### src/rtl/aie_pkg.sv
`timescale 1ns / 1ps
// ----------------------------------------------------------------------------
// aie_pkg
// Shared types and constants for the ARM instruction execute block: the
// request and result transaction structs, status flag positions, condition
// codes, shift kinds and data-processing opcodes.
// ----------------------------------------------------------------------------
package aie_pkg;

    typedef struct packed {
        logic [31:0] instruction;
        logic [31:0] pc_value;
        logic [31:0] base_value;
        logic [31:0] operand_value;
        logic [31:0] shift_reg_value;
        logic [31:0] status_in;
    } req_t;

    typedef struct packed {
        logic        cond_ok;
        logic        handled;
        logic        dest_write;
        logic [3:0]  dest_index;
        logic [31:0] dest_value;
        logic [31:0] status_out;
        logic [31:0] next_pc;
    } res_t;

    // Second operand and shifter carry handed from the shifter to the ALU.
    typedef struct packed {
        logic [31:0] op2;
        logic        carry;
    } shift_res_t;

    localparam int FLAG_N_BIT = 31;
    localparam int FLAG_Z_BIT = 30;
    localparam int FLAG_C_BIT = 29;
    localparam int FLAG_V_BIT = 28;
    localparam int FLAG_T_BIT = 5;

    localparam logic [31:0] BX_MASK = 32'h0FFF_FFF0;
    localparam logic [31:0] BX_CODE = 32'h012F_FF10;

    localparam logic [3:0] REG_PC = 4'd15;
    localparam logic [3:0] REG_LR = 4'd14;

    localparam logic [3:0] MUL_SIG = 4'b1001;

    localparam logic [3:0] COND_EQ = 4'h0;
    localparam logic [3:0] COND_NE = 4'h1;
    localparam logic [3:0] COND_CS = 4'h2;
    localparam logic [3:0] COND_CC = 4'h3;
    localparam logic [3:0] COND_MI = 4'h4;
    localparam logic [3:0] COND_PL = 4'h5;
    localparam logic [3:0] COND_VS = 4'h6;
    localparam logic [3:0] COND_VC = 4'h7;
    localparam logic [3:0] COND_HI = 4'h8;
    localparam logic [3:0] COND_LS = 4'h9;
    localparam logic [3:0] COND_GE = 4'hA;
    localparam logic [3:0] COND_LT = 4'hB;
    localparam logic [3:0] COND_GT = 4'hC;
    localparam logic [3:0] COND_LE = 4'hD;
    localparam logic [3:0] COND_AL = 4'hE;

    localparam logic [1:0] SH_LSL = 2'd0;
    localparam logic [1:0] SH_LSR = 2'd1;
    localparam logic [1:0] SH_ASR = 2'd2;
    localparam logic [1:0] SH_ROR = 2'd3;

    localparam logic [3:0] OP_AND = 4'h0;
    localparam logic [3:0] OP_EOR = 4'h1;
    localparam logic [3:0] OP_SUB = 4'h2;
    localparam logic [3:0] OP_RSB = 4'h3;
    localparam logic [3:0] OP_ADD = 4'h4;
    localparam logic [3:0] OP_ADC = 4'h5;
    localparam logic [3:0] OP_SBC = 4'h6;
    localparam logic [3:0] OP_RSC = 4'h7;
    localparam logic [3:0] OP_TST = 4'h8;
    localparam logic [3:0] OP_TEQ = 4'h9;
    localparam logic [3:0] OP_CMP = 4'hA;
    localparam logic [3:0] OP_CMN = 4'hB;
    localparam logic [3:0] OP_ORR = 4'hC;
    localparam logic [3:0] OP_MOV = 4'hD;
    localparam logic [3:0] OP_BIC = 4'hE;
    localparam logic [3:0] OP_MVN = 4'hF;

endpackage

### src/rtl/arm_instruction_execute_top.sv
`timescale 1ns / 1ps
// ----------------------------------------------------------------------------
// arm_instruction_execute_top
// Execute stage for 32-bit ARM instructions: request register, one pass of
// decode, shift and ALU logic, and a result register with a done strobe.
// ----------------------------------------------------------------------------
//  Channel   Signals                  Transaction taken when
//  request   start, busy, request     rising edge with start high, busy low
//  result    done, result             rising edge ending the cycle done is high
//
//  An instruction accepted at one edge is latched as a result at the next
//  edge and shows with done for exactly one cycle. busy is always low: a
//  new instruction may be accepted every cycle, set by the single
//  register-to-register pass through the shifter, ALU and multiplier. Reset
//  clears the valid and done flags. The receiver cannot stall the result.
// ----------------------------------------------------------------------------
module arm_instruction_execute_top (
    input  logic           clk,
    input  logic           rst_n,
    input  logic           start,
    output logic           busy,
    input  aie_pkg::req_t  request,
    output logic           done,
    output aie_pkg::res_t  result
);

    logic          valid_reg;
    aie_pkg::req_t req_reg;
    logic          done_reg;
    aie_pkg::res_t result_reg;
    aie_pkg::res_t result_next;

    assign busy = 1'b0;

    always_ff @(posedge clk or negedge rst_n)
    begin
        if (!rst_n)
        begin
            valid_reg <= 1'b0;
            done_reg  <= 1'b0;
        end
        else
        begin
            valid_reg <= start && !busy;
            done_reg  <= valid_reg;
        end
    end

    always_ff @(posedge clk)
    begin
        if (start && !busy)
        begin
            req_reg <= request;
        end
        if (valid_reg)
        begin
            result_reg <= result_next;
        end
    end

    aie_exec u_exec (
        .req (req_reg),
        .res (result_next)
    );

    assign done   = done_reg;
    assign result = result_reg;

endmodule

### src/rtl/aie_shifter.sv
`timescale 1ns / 1ps
// ----------------------------------------------------------------------------
// aie_shifter
// Barrel shifter for the data-processing second operand: rotated immediate,
// shift by immediate or by register, RRX and the zero and large amount cases.
// ----------------------------------------------------------------------------
module aie_shifter (
    input  logic [31:0]             instruction,
    input  logic [31:0]             rm,
    input  logic [31:0]             rs,
    input  logic                    shift_cin,
    output aie_pkg::shift_res_t     shift_out
);

    logic [1:0]  kind;
    logic        by_reg;
    logic [7:0]  amt;
    logic [7:0]  amt_eff;
    logic [4:0]  amt_lo;
    logic [32:0] lsl_ext;
    logic [32:0] lsr_ext;
    logic [32:0] asr_ext;
    logic [63:0] ror_ext;
    logic [63:0] imm_ext;
    logic [4:0]  imm_rot;
    logic [31:0] imm_val;
    logic [31:0] res;
    logic        c;

    assign kind    = instruction[6:5];
    assign by_reg  = instruction[4];
    assign amt     = by_reg ? rs[7:0] : {3'b000, instruction[11:7]};
    // LSR and ASR by an immediate of zero encode a shift by 32.
    assign amt_eff = (!by_reg && amt == 8'd0 && kind != aie_pkg::SH_LSL
                      && kind != aie_pkg::SH_ROR) ? 8'd32 : amt;
    assign amt_lo  = amt_eff[4:0];

    assign lsl_ext = {1'b0, rm} << amt_lo;
    assign lsr_ext = {rm, 1'b0} >> amt_lo;
    assign asr_ext = 33'($signed({rm, 1'b0}) >>> amt_lo);
    assign ror_ext = {rm, rm} >> amt_lo;

    assign imm_rot = {instruction[11:8], 1'b0};
    assign imm_ext = {24'd0, instruction[7:0], 24'd0, instruction[7:0]} >> imm_rot;
    assign imm_val = imm_ext[31:0];

    always_comb
    begin
        res = rm;
        c   = shift_cin;
        if (instruction[25])
        begin
            res = imm_val;
            if (instruction[11:8] != 4'd0)
            begin
                c = imm_val[31];
            end
        end
        else
        begin
            case (kind)
                aie_pkg::SH_LSL:
                begin
                    if (amt_eff == 8'd0)
                    begin
                        res = rm;
                    end
                    else if (amt_eff < 8'd32)
                    begin
                        res = lsl_ext[31:0];
                        c   = lsl_ext[32];
                    end
                    else if (amt_eff == 8'd32)
                    begin
                        res = 32'd0;
                        c   = rm[0];
                    end
                    else
                    begin
                        res = 32'd0;
                        c   = 1'b0;
                    end
                end
                aie_pkg::SH_LSR:
                begin
                    if (amt_eff == 8'd0)
                    begin
                        res = rm;
                    end
                    else if (amt_eff < 8'd32)
                    begin
                        res = lsr_ext[32:1];
                        c   = lsr_ext[0];
                    end
                    else if (amt_eff == 8'd32)
                    begin
                        res = 32'd0;
                        c   = rm[31];
                    end
                    else
                    begin
                        res = 32'd0;
                        c   = 1'b0;
                    end
                end
                aie_pkg::SH_ASR:
                begin
                    if (amt_eff == 8'd0)
                    begin
                        res = rm;
                    end
                    else if (amt_eff < 8'd32)
                    begin
                        res = asr_ext[32:1];
                        c   = asr_ext[0];
                    end
                    else
                    begin
                        res = {32{rm[31]}};
                        c   = rm[31];
                    end
                end
                default:
                begin
                    if (!by_reg && amt == 8'd0)
                    begin
                        // RRX: one-bit rotate through the carry.
                        res = {shift_cin, rm[31:1]};
                        c   = rm[0];
                    end
                    else if (amt != 8'd0)
                    begin
                        if (amt_lo == 5'd0)
                        begin
                            res = rm;
                            c   = rm[31];
                        end
                        else
                        begin
                            res = ror_ext[31:0];
                            c   = ror_ext[31];
                        end
                    end
                end
            endcase
        end
    end

    assign shift_out.op2   = res;
    assign shift_out.carry = c;

endmodule

### src/rtl/aie_exec.sv
`timescale 1ns / 1ps
// ----------------------------------------------------------------------------
// aie_exec
// Instruction decode, condition check and execution of branches, BX,
// MUL/MLA and data processing, producing one result transaction.
// ----------------------------------------------------------------------------
module aie_exec (
    input  aie_pkg::req_t req,
    output aie_pkg::res_t res
);

    logic [31:0] ins;
    logic [31:0] pc;
    logic [31:0] st;
    logic [31:0] pc_plus4;
    logic [31:0] pc_plus8;
    logic [31:0] rm;
    logic [31:0] rn;
    logic        flag_n;
    logic        flag_z;
    logic        flag_c;
    logic        flag_v;
    logic        is_b;
    logic        is_bx;
    logic        is_mul;
    logic        unhandled;
    logic        passed;
    logic [31:0] br_off;
    logic [31:0] mul_prod;
    logic [31:0] mul_res;
    logic [3:0]  opcode;
    logic [31:0] add_a;
    logic [31:0] add_b;
    logic        add_ci;
    logic [32:0] add_sum;
    logic        use_adder;
    logic [31:0] alu_res;
    logic        alu_c;
    logic        alu_v;
    logic        alu_wr;
    aie_pkg::shift_res_t sh;

    assign ins      = req.instruction;
    assign pc       = req.pc_value;
    assign st       = req.status_in;
    assign pc_plus4 = pc + 32'd4;
    assign pc_plus8 = pc + 32'd8;
    assign rm       = (ins[3:0] == aie_pkg::REG_PC) ? pc_plus8 : req.operand_value;
    assign rn       = (ins[19:16] == aie_pkg::REG_PC) ? pc_plus8 : req.base_value;

    assign flag_n = st[aie_pkg::FLAG_N_BIT];
    assign flag_z = st[aie_pkg::FLAG_Z_BIT];
    assign flag_c = st[aie_pkg::FLAG_C_BIT];
    assign flag_v = st[aie_pkg::FLAG_V_BIT];

    assign is_b   = (ins[27:25] == 3'b101);
    assign is_bx  = ((ins & aie_pkg::BX_MASK) == aie_pkg::BX_CODE);
    assign is_mul = (ins[27:22] == 6'd0) && (ins[7:4] == aie_pkg::MUL_SIG);
    // Loads, stores, halfword transfers, block transfers and the
    // coprocessor space are left out.
    assign unhandled = !is_b && !is_bx && !is_mul &&
                       ((ins[27:25] == 3'b100) || (ins[27:26] == 2'b01) ||
                        (ins[27:26] == 2'b11) ||
                        ((ins[27:25] == 3'b000) && ins[7] && ins[4] &&
                         (ins[7:4] != aie_pkg::MUL_SIG)));

    always_comb
    begin
        case (ins[31:28])
            aie_pkg::COND_EQ: passed = flag_z;
            aie_pkg::COND_NE: passed = !flag_z;
            aie_pkg::COND_CS: passed = flag_c;
            aie_pkg::COND_CC: passed = !flag_c;
            aie_pkg::COND_MI: passed = flag_n;
            aie_pkg::COND_PL: passed = !flag_n;
            aie_pkg::COND_VS: passed = flag_v;
            aie_pkg::COND_VC: passed = !flag_v;
            aie_pkg::COND_HI: passed = flag_c && !flag_z;
            aie_pkg::COND_LS: passed = !flag_c || flag_z;
            aie_pkg::COND_GE: passed = (flag_n == flag_v);
            aie_pkg::COND_LT: passed = (flag_n != flag_v);
            aie_pkg::COND_GT: passed = !flag_z && (flag_n == flag_v);
            aie_pkg::COND_LE: passed = flag_z || (flag_n != flag_v);
            aie_pkg::COND_AL: passed = 1'b1;
            default:          passed = 1'b0;
        endcase
    end

    aie_shifter u_shifter (
        .instruction (ins),
        .rm          (rm),
        .rs          (req.shift_reg_value),
        .shift_cin   (flag_c),
        .shift_out   (sh)
    );

    assign br_off   = {{6{ins[23]}}, ins[23:0], 2'b00};
    assign mul_prod = rm * req.shift_reg_value;
    assign mul_res  = mul_prod + (ins[21] ? req.base_value : 32'd0);

    assign opcode = ins[24:21];

    // One adder serves all arithmetic opcodes; subtraction adds the
    // inverted operand so that the carry out is the not-borrow flag.
    always_comb
    begin
        add_a     = rn;
        add_b     = sh.op2;
        add_ci    = 1'b0;
        use_adder = 1'b1;
        alu_wr    = 1'b1;
        case (opcode)
            aie_pkg::OP_SUB, aie_pkg::OP_CMP:
            begin
                add_b  = ~sh.op2;
                add_ci = 1'b1;
                alu_wr = (opcode == aie_pkg::OP_SUB);
            end
            aie_pkg::OP_RSB:
            begin
                add_a  = sh.op2;
                add_b  = ~rn;
                add_ci = 1'b1;
            end
            aie_pkg::OP_ADD: add_ci = 1'b0;
            aie_pkg::OP_CMN: alu_wr = 1'b0;
            aie_pkg::OP_ADC: add_ci = flag_c;
            aie_pkg::OP_SBC:
            begin
                add_b  = ~sh.op2;
                add_ci = flag_c;
            end
            aie_pkg::OP_RSC:
            begin
                add_a  = sh.op2;
                add_b  = ~rn;
                add_ci = flag_c;
            end
            aie_pkg::OP_TST, aie_pkg::OP_TEQ:
            begin
                use_adder = 1'b0;
                alu_wr    = 1'b0;
            end
            default: use_adder = 1'b0;
        endcase
    end

    assign add_sum = {1'b0, add_a} + {1'b0, add_b} + {32'd0, add_ci};

    always_comb
    begin
        alu_c = sh.carry;
        alu_v = flag_v;
        case (opcode)
            aie_pkg::OP_AND, aie_pkg::OP_TST: alu_res = rn & sh.op2;
            aie_pkg::OP_EOR, aie_pkg::OP_TEQ: alu_res = rn ^ sh.op2;
            aie_pkg::OP_ORR:                  alu_res = rn | sh.op2;
            aie_pkg::OP_MOV:                  alu_res = sh.op2;
            aie_pkg::OP_BIC:                  alu_res = rn & ~sh.op2;
            aie_pkg::OP_MVN:                  alu_res = ~sh.op2;
            default:                          alu_res = add_sum[31:0];
        endcase
        if (use_adder)
        begin
            alu_c = add_sum[32];
            alu_v = ~(add_a[31] ^ add_b[31]) & (add_a[31] ^ add_sum[31]);
        end
    end

    always_comb
    begin
        res             = '0;
        res.cond_ok     = passed;
        res.handled     = !unhandled;
        res.status_out  = st;
        res.next_pc     = pc_plus4;
        if (passed && !unhandled)
        begin
            if (is_b)
            begin
                res.next_pc = pc_plus8 + br_off;
                if (ins[24])
                begin
                    res.dest_write = 1'b1;
                    res.dest_index = aie_pkg::REG_LR;
                    res.dest_value = pc_plus4;
                end
            end
            else if (is_bx)
            begin
                res.status_out[aie_pkg::FLAG_T_BIT] = rm[0];
                res.next_pc = {rm[31:1], 1'b0};
            end
            else if (is_mul)
            begin
                res.dest_write = 1'b1;
                res.dest_index = ins[19:16];
                res.dest_value = mul_res;
                if (ins[19:16] == aie_pkg::REG_PC)
                begin
                    res.next_pc = mul_res;
                end
                if (ins[20])
                begin
                    res.status_out[aie_pkg::FLAG_N_BIT] = mul_res[31];
                    res.status_out[aie_pkg::FLAG_Z_BIT] = (mul_res == 32'd0);
                end
            end
            else
            begin
                if (alu_wr)
                begin
                    res.dest_write = 1'b1;
                    res.dest_index = ins[15:12];
                    res.dest_value = alu_res;
                    if (ins[15:12] == aie_pkg::REG_PC)
                    begin
                        res.next_pc = alu_res;
                    end
                end
                if (ins[20])
                begin
                    res.status_out[aie_pkg::FLAG_N_BIT] = alu_res[31];
                    res.status_out[aie_pkg::FLAG_Z_BIT] = (alu_res == 32'd0);
                    res.status_out[aie_pkg::FLAG_C_BIT] = alu_c;
                    res.status_out[aie_pkg::FLAG_V_BIT] = alu_v;
                end
            end
        end
    end

endmodule
### config.mk
export PLATFORM = sky130hd
export DESIGN_NAME = arm_instruction_execute_top
export DESIGN_NICKNAME = d
export VERILOG_FILES = /design/src/rtl/aie_pkg.sv /design/src/rtl/arm_instruction_execute_top.sv /design/src/rtl/aie_shifter.sv /design/src/rtl/aie_exec.sv
export SDC_FILE = /design/constraint.sdc
export NUM_CORES = 2
export LEC_CHECK = 0
export BUFFER_PORTS_ARGS = -buffer_cell sky130_fd_sc_hd__buf_2
export CAP_MARGIN = 20
export CORE_MARGIN = 5
export CORE_UTILIZATION = 40
export DETAILED_ROUTE_END_ITERATION = 8
export HOLD_SLACK_MARGIN = 0.15
export PLACE_DENSITY = 0.69
export SKIP_CTS_REPAIR_TIMING = 1
export SLEW_MARGIN = 20
export SYNTH_ARGS = -nofsm -noshare
export SYNTH_HDL_FRONTEND = slang
export SYNTH_SLANG_ARGS = --single-unit
export TNS_END_PERCENT = 1
### constraint.sdc
create_clock -name clk -period 14.5 [get_ports clk]
set_input_delay 1.45 -clock clk [delete_from_list [all_inputs] [get_ports clk]]
set_output_delay 1.45 -clock clk [all_outputs]
set_load 0.1 [all_outputs]
==> results.json <==
{
  "status": "finished, violations left",
  "violations": "design-rule violations",
  "yosysWarnings": 0,
  "die_h_um": 347,
  "root_buffer": "clkbuf_16",
  "tns_ps": 0,
  "layout.nets": 6305,
  "routed_wirelength_um": 245000,
  "grt_usage": 0.391,
  "synth_nets": 6165,
  "fillers": 11100,
  "crit_type": "flip-flop to flip-flop",
  "ys_types": 108,
  "crit_top_cell": "fa_1",
  "drv_cap": 0,
  "grt-ovfl-total": 0,
  "cts_sinks": 297,
  "holdWs_ps": 421,
  "worstRegToRegCells": 29,
  "antenna_found_initial": 22,
  "rows": 123,
  "dieArea_um2": 120000,
  "htree_levels": 2,
  "async_flop_share": 0.00673,
  "clk_pin_slew_ps": 70,
  "worstReg2RegEnd": "result[62]",
  "synth_top_area_share": 0.195,
  "viasPerCell": 6.62,
  "routed-wl-met3_um": 32800,
  "numPortBuffers": 298,
  "pre_cts_ws_ps": 3210,
  "clockBufferDepth": 3,
  "io_pins": 300,
  "rsz0062_at_grt": "no",
  "route.detailed.drc": 2,
  "final-hold-violation-count": 0,
  "initial_core_util": 0.403,
  "cp_data_required_time_ps": 14950,
  "holdCritStartpoint": "req_reg[16]",
  "netlist_area_um2": 45400,
  "synthCells": 5311,
  "synth_area_leaders": "edfxtp_1 19%, fa_1 19%, ha_1 6.0%",
  "yosys.area.top_type": "edfxtp_1",
  "tightest_slew_ps": 1350,
  "slew_violations": 0,
  "min_to": "result[48]",
  "top_layer": "met5",
  "drt_iter0_markers": 6629,
  "r2r-start": "req_reg[132]",
  "area_delta_synth_final_pct": 10.2,
  "core_area_um2": 113000,
  "cp-end-kind": "flip-flop",
  "min_path_type": "flip-flop to flip-flop",
  "met1_length_um": 93800,
  "worstPathMaxFanout": 21,
  "largest_reg_flops": 192,
  "dp_hpwl_um": 190000,
  "worst_path_max_delay_cell": "xnor2_1",
  "wl_met2_um": 98600,
  "ys.flop_type": "edfxtp_1",
  "ant_nets": 0,
  "cts-buffers-inserted": 36,
  "gp_congestion": 1.09,
  "cp-start-kind": "flip-flop",
  "cts_tree": "built",
  "num_vias": 46300,
  "fmax_mhz": 85.4,
  "layout-drive-gt1-share": 0.129,
  "arrival_ps": 12160,
  "yosysSeqAreaShare": 0.196,
  "fin_skew_ps": 62.0,
  "die_w_um": 347,
  "worst_slack_ps": 2790,
  "fin_crit_sh": 0.808,
  "synth-seq-cells": 297,
  "slowest_delay_ps": 960,
  "grt_pass1_vias": 44400,
  "min_period_ps": 11710,
  "clk_latency_ps": 630,
  "setup_viol": 0,
  "grt_max_degree": 85,
  "post_drt_wl_per_cell_um": 35.0,
  "grt_pass1_wl_um": 340000,
  "drt_pre_antenna_iters": 8,
  "relSlewSlack": 0.0964,
  "synth.avg_cell_area_um2": 8.56,
  "synth_edf_count": 295,
  "reg2reg_slack_ps": 2790,
  "hold_depth": 0
}
==> synthesized netlist by cell type (26+ instances only) <==
library cell,instances
a21oi_1,296
nand2_1,570
o221ai_1,45
and2_1,338
nand4_1,32
and3_1,66
edfxtp_1,295
fa_1,441
a221oi_1,32
o31ai_1,58
xnor2_1,138
mux2i_1,103
o21a_1,34
a211oi_1,68
o22ai_1,66
o21ai_0,262
ha_1,218
nand2b_1,28
buf_1,35
inv_1,511
nor2_1,299
a31oi_1,59
or3_1,32
a311oi_1,26
nor3_1,107
a22oi_1,50
clkbuf_1,294
xor2_1,50
a21o_1,43
buf_2,47
nand3_1,91
nor2b_1,52
o211ai_1,89
mux2_2,32
==> cell usage in the layout, fill, tap and decap left out, types with 184 or more instances in the layout <==
cell,count
nand2_1,570
inv_1,511
fa_1,441
and2_1,338
buf_2,298
a21oi_1,295
edfxtp_1,295
nor2_1,293
o21ai_0,260
ha_1,218
buf_4,184
==> worst max-delay path by stage <==
stage	from	to	slack, ps	cells after the start
floorplan	req_reg[132]	result[31]	5280	34
global placement	req_reg[132]	result[62]	3390	29
detailed placement	req_reg[132]	result[62]	3210	29
CTS	req_reg[132]	result[62]	3150	29
global route	req_reg[132]	result[62]	2610	29
finish	req_reg[132]	result[62]	2790	29
==> cell type report <==
class                           instances  area (µm²)  area share
Clock buffer                           40         916      0.0183
Antenna cell                           13        32.5    0.000650
Inverter                              517        1940      0.0388
Tap cell                             1500        1880      0.0375
Timing Repair Buffer                  488        2950      0.0590
Multi-Input combinational cell       4111       33200       0.664
Sequential cell                       297        8910       0.178
Clock inverter                         25         215     0.00430
==> metal layers <==
metal,track usage,vias up
met2,0.552,3367
met1,0.512,23100
li1,-,19000
met3,0.140,785
met5,0,-
met4,0.240,4
==> worst max-delay path, delay by kind of cell, from the launching register on <==
kind / cells / cell delay [ps]
simple gates: 7 / 3440
fa+ha+maj: 10 / 4640
mux: 1 / 420
flops: 1 / 480
buf+inv: 4 / 240
compound gates: 6 / 1300
xor+xnor: 1 / 960
==> kinds of logic (layout without fill, tap and decap cells) <==
family          after synthesis  after routing  share of synthesized area
compound gates             1380           1380                      0.206
xor+xnor                    188            188                     0.0362
fa+ha+maj                   660            660                      0.254
buf+inv                     903           1070                     0.0769
flops                       297            297                      0.196
mux                         156            156                     0.0408
other cells                   1             14                  0.0000825
simple gates               1726           1726                      0.189
==> per-stage QoR <==
step / util / area [µm²] / std cells
detailed placement: 0.434 / 48900 / 6910
CTS: 0.444 / 50000 / 6975
finish: 0.445 / 50100 / 6991
global route: 0.444 / 50000 / 6978
global placement: 0.434 / 48900 / 6909
floorplan: - / 45400 / 5311
Power is not shown: default switching activity piles up to over one toggle a cycle in this logic, so the estimate is an artifact.
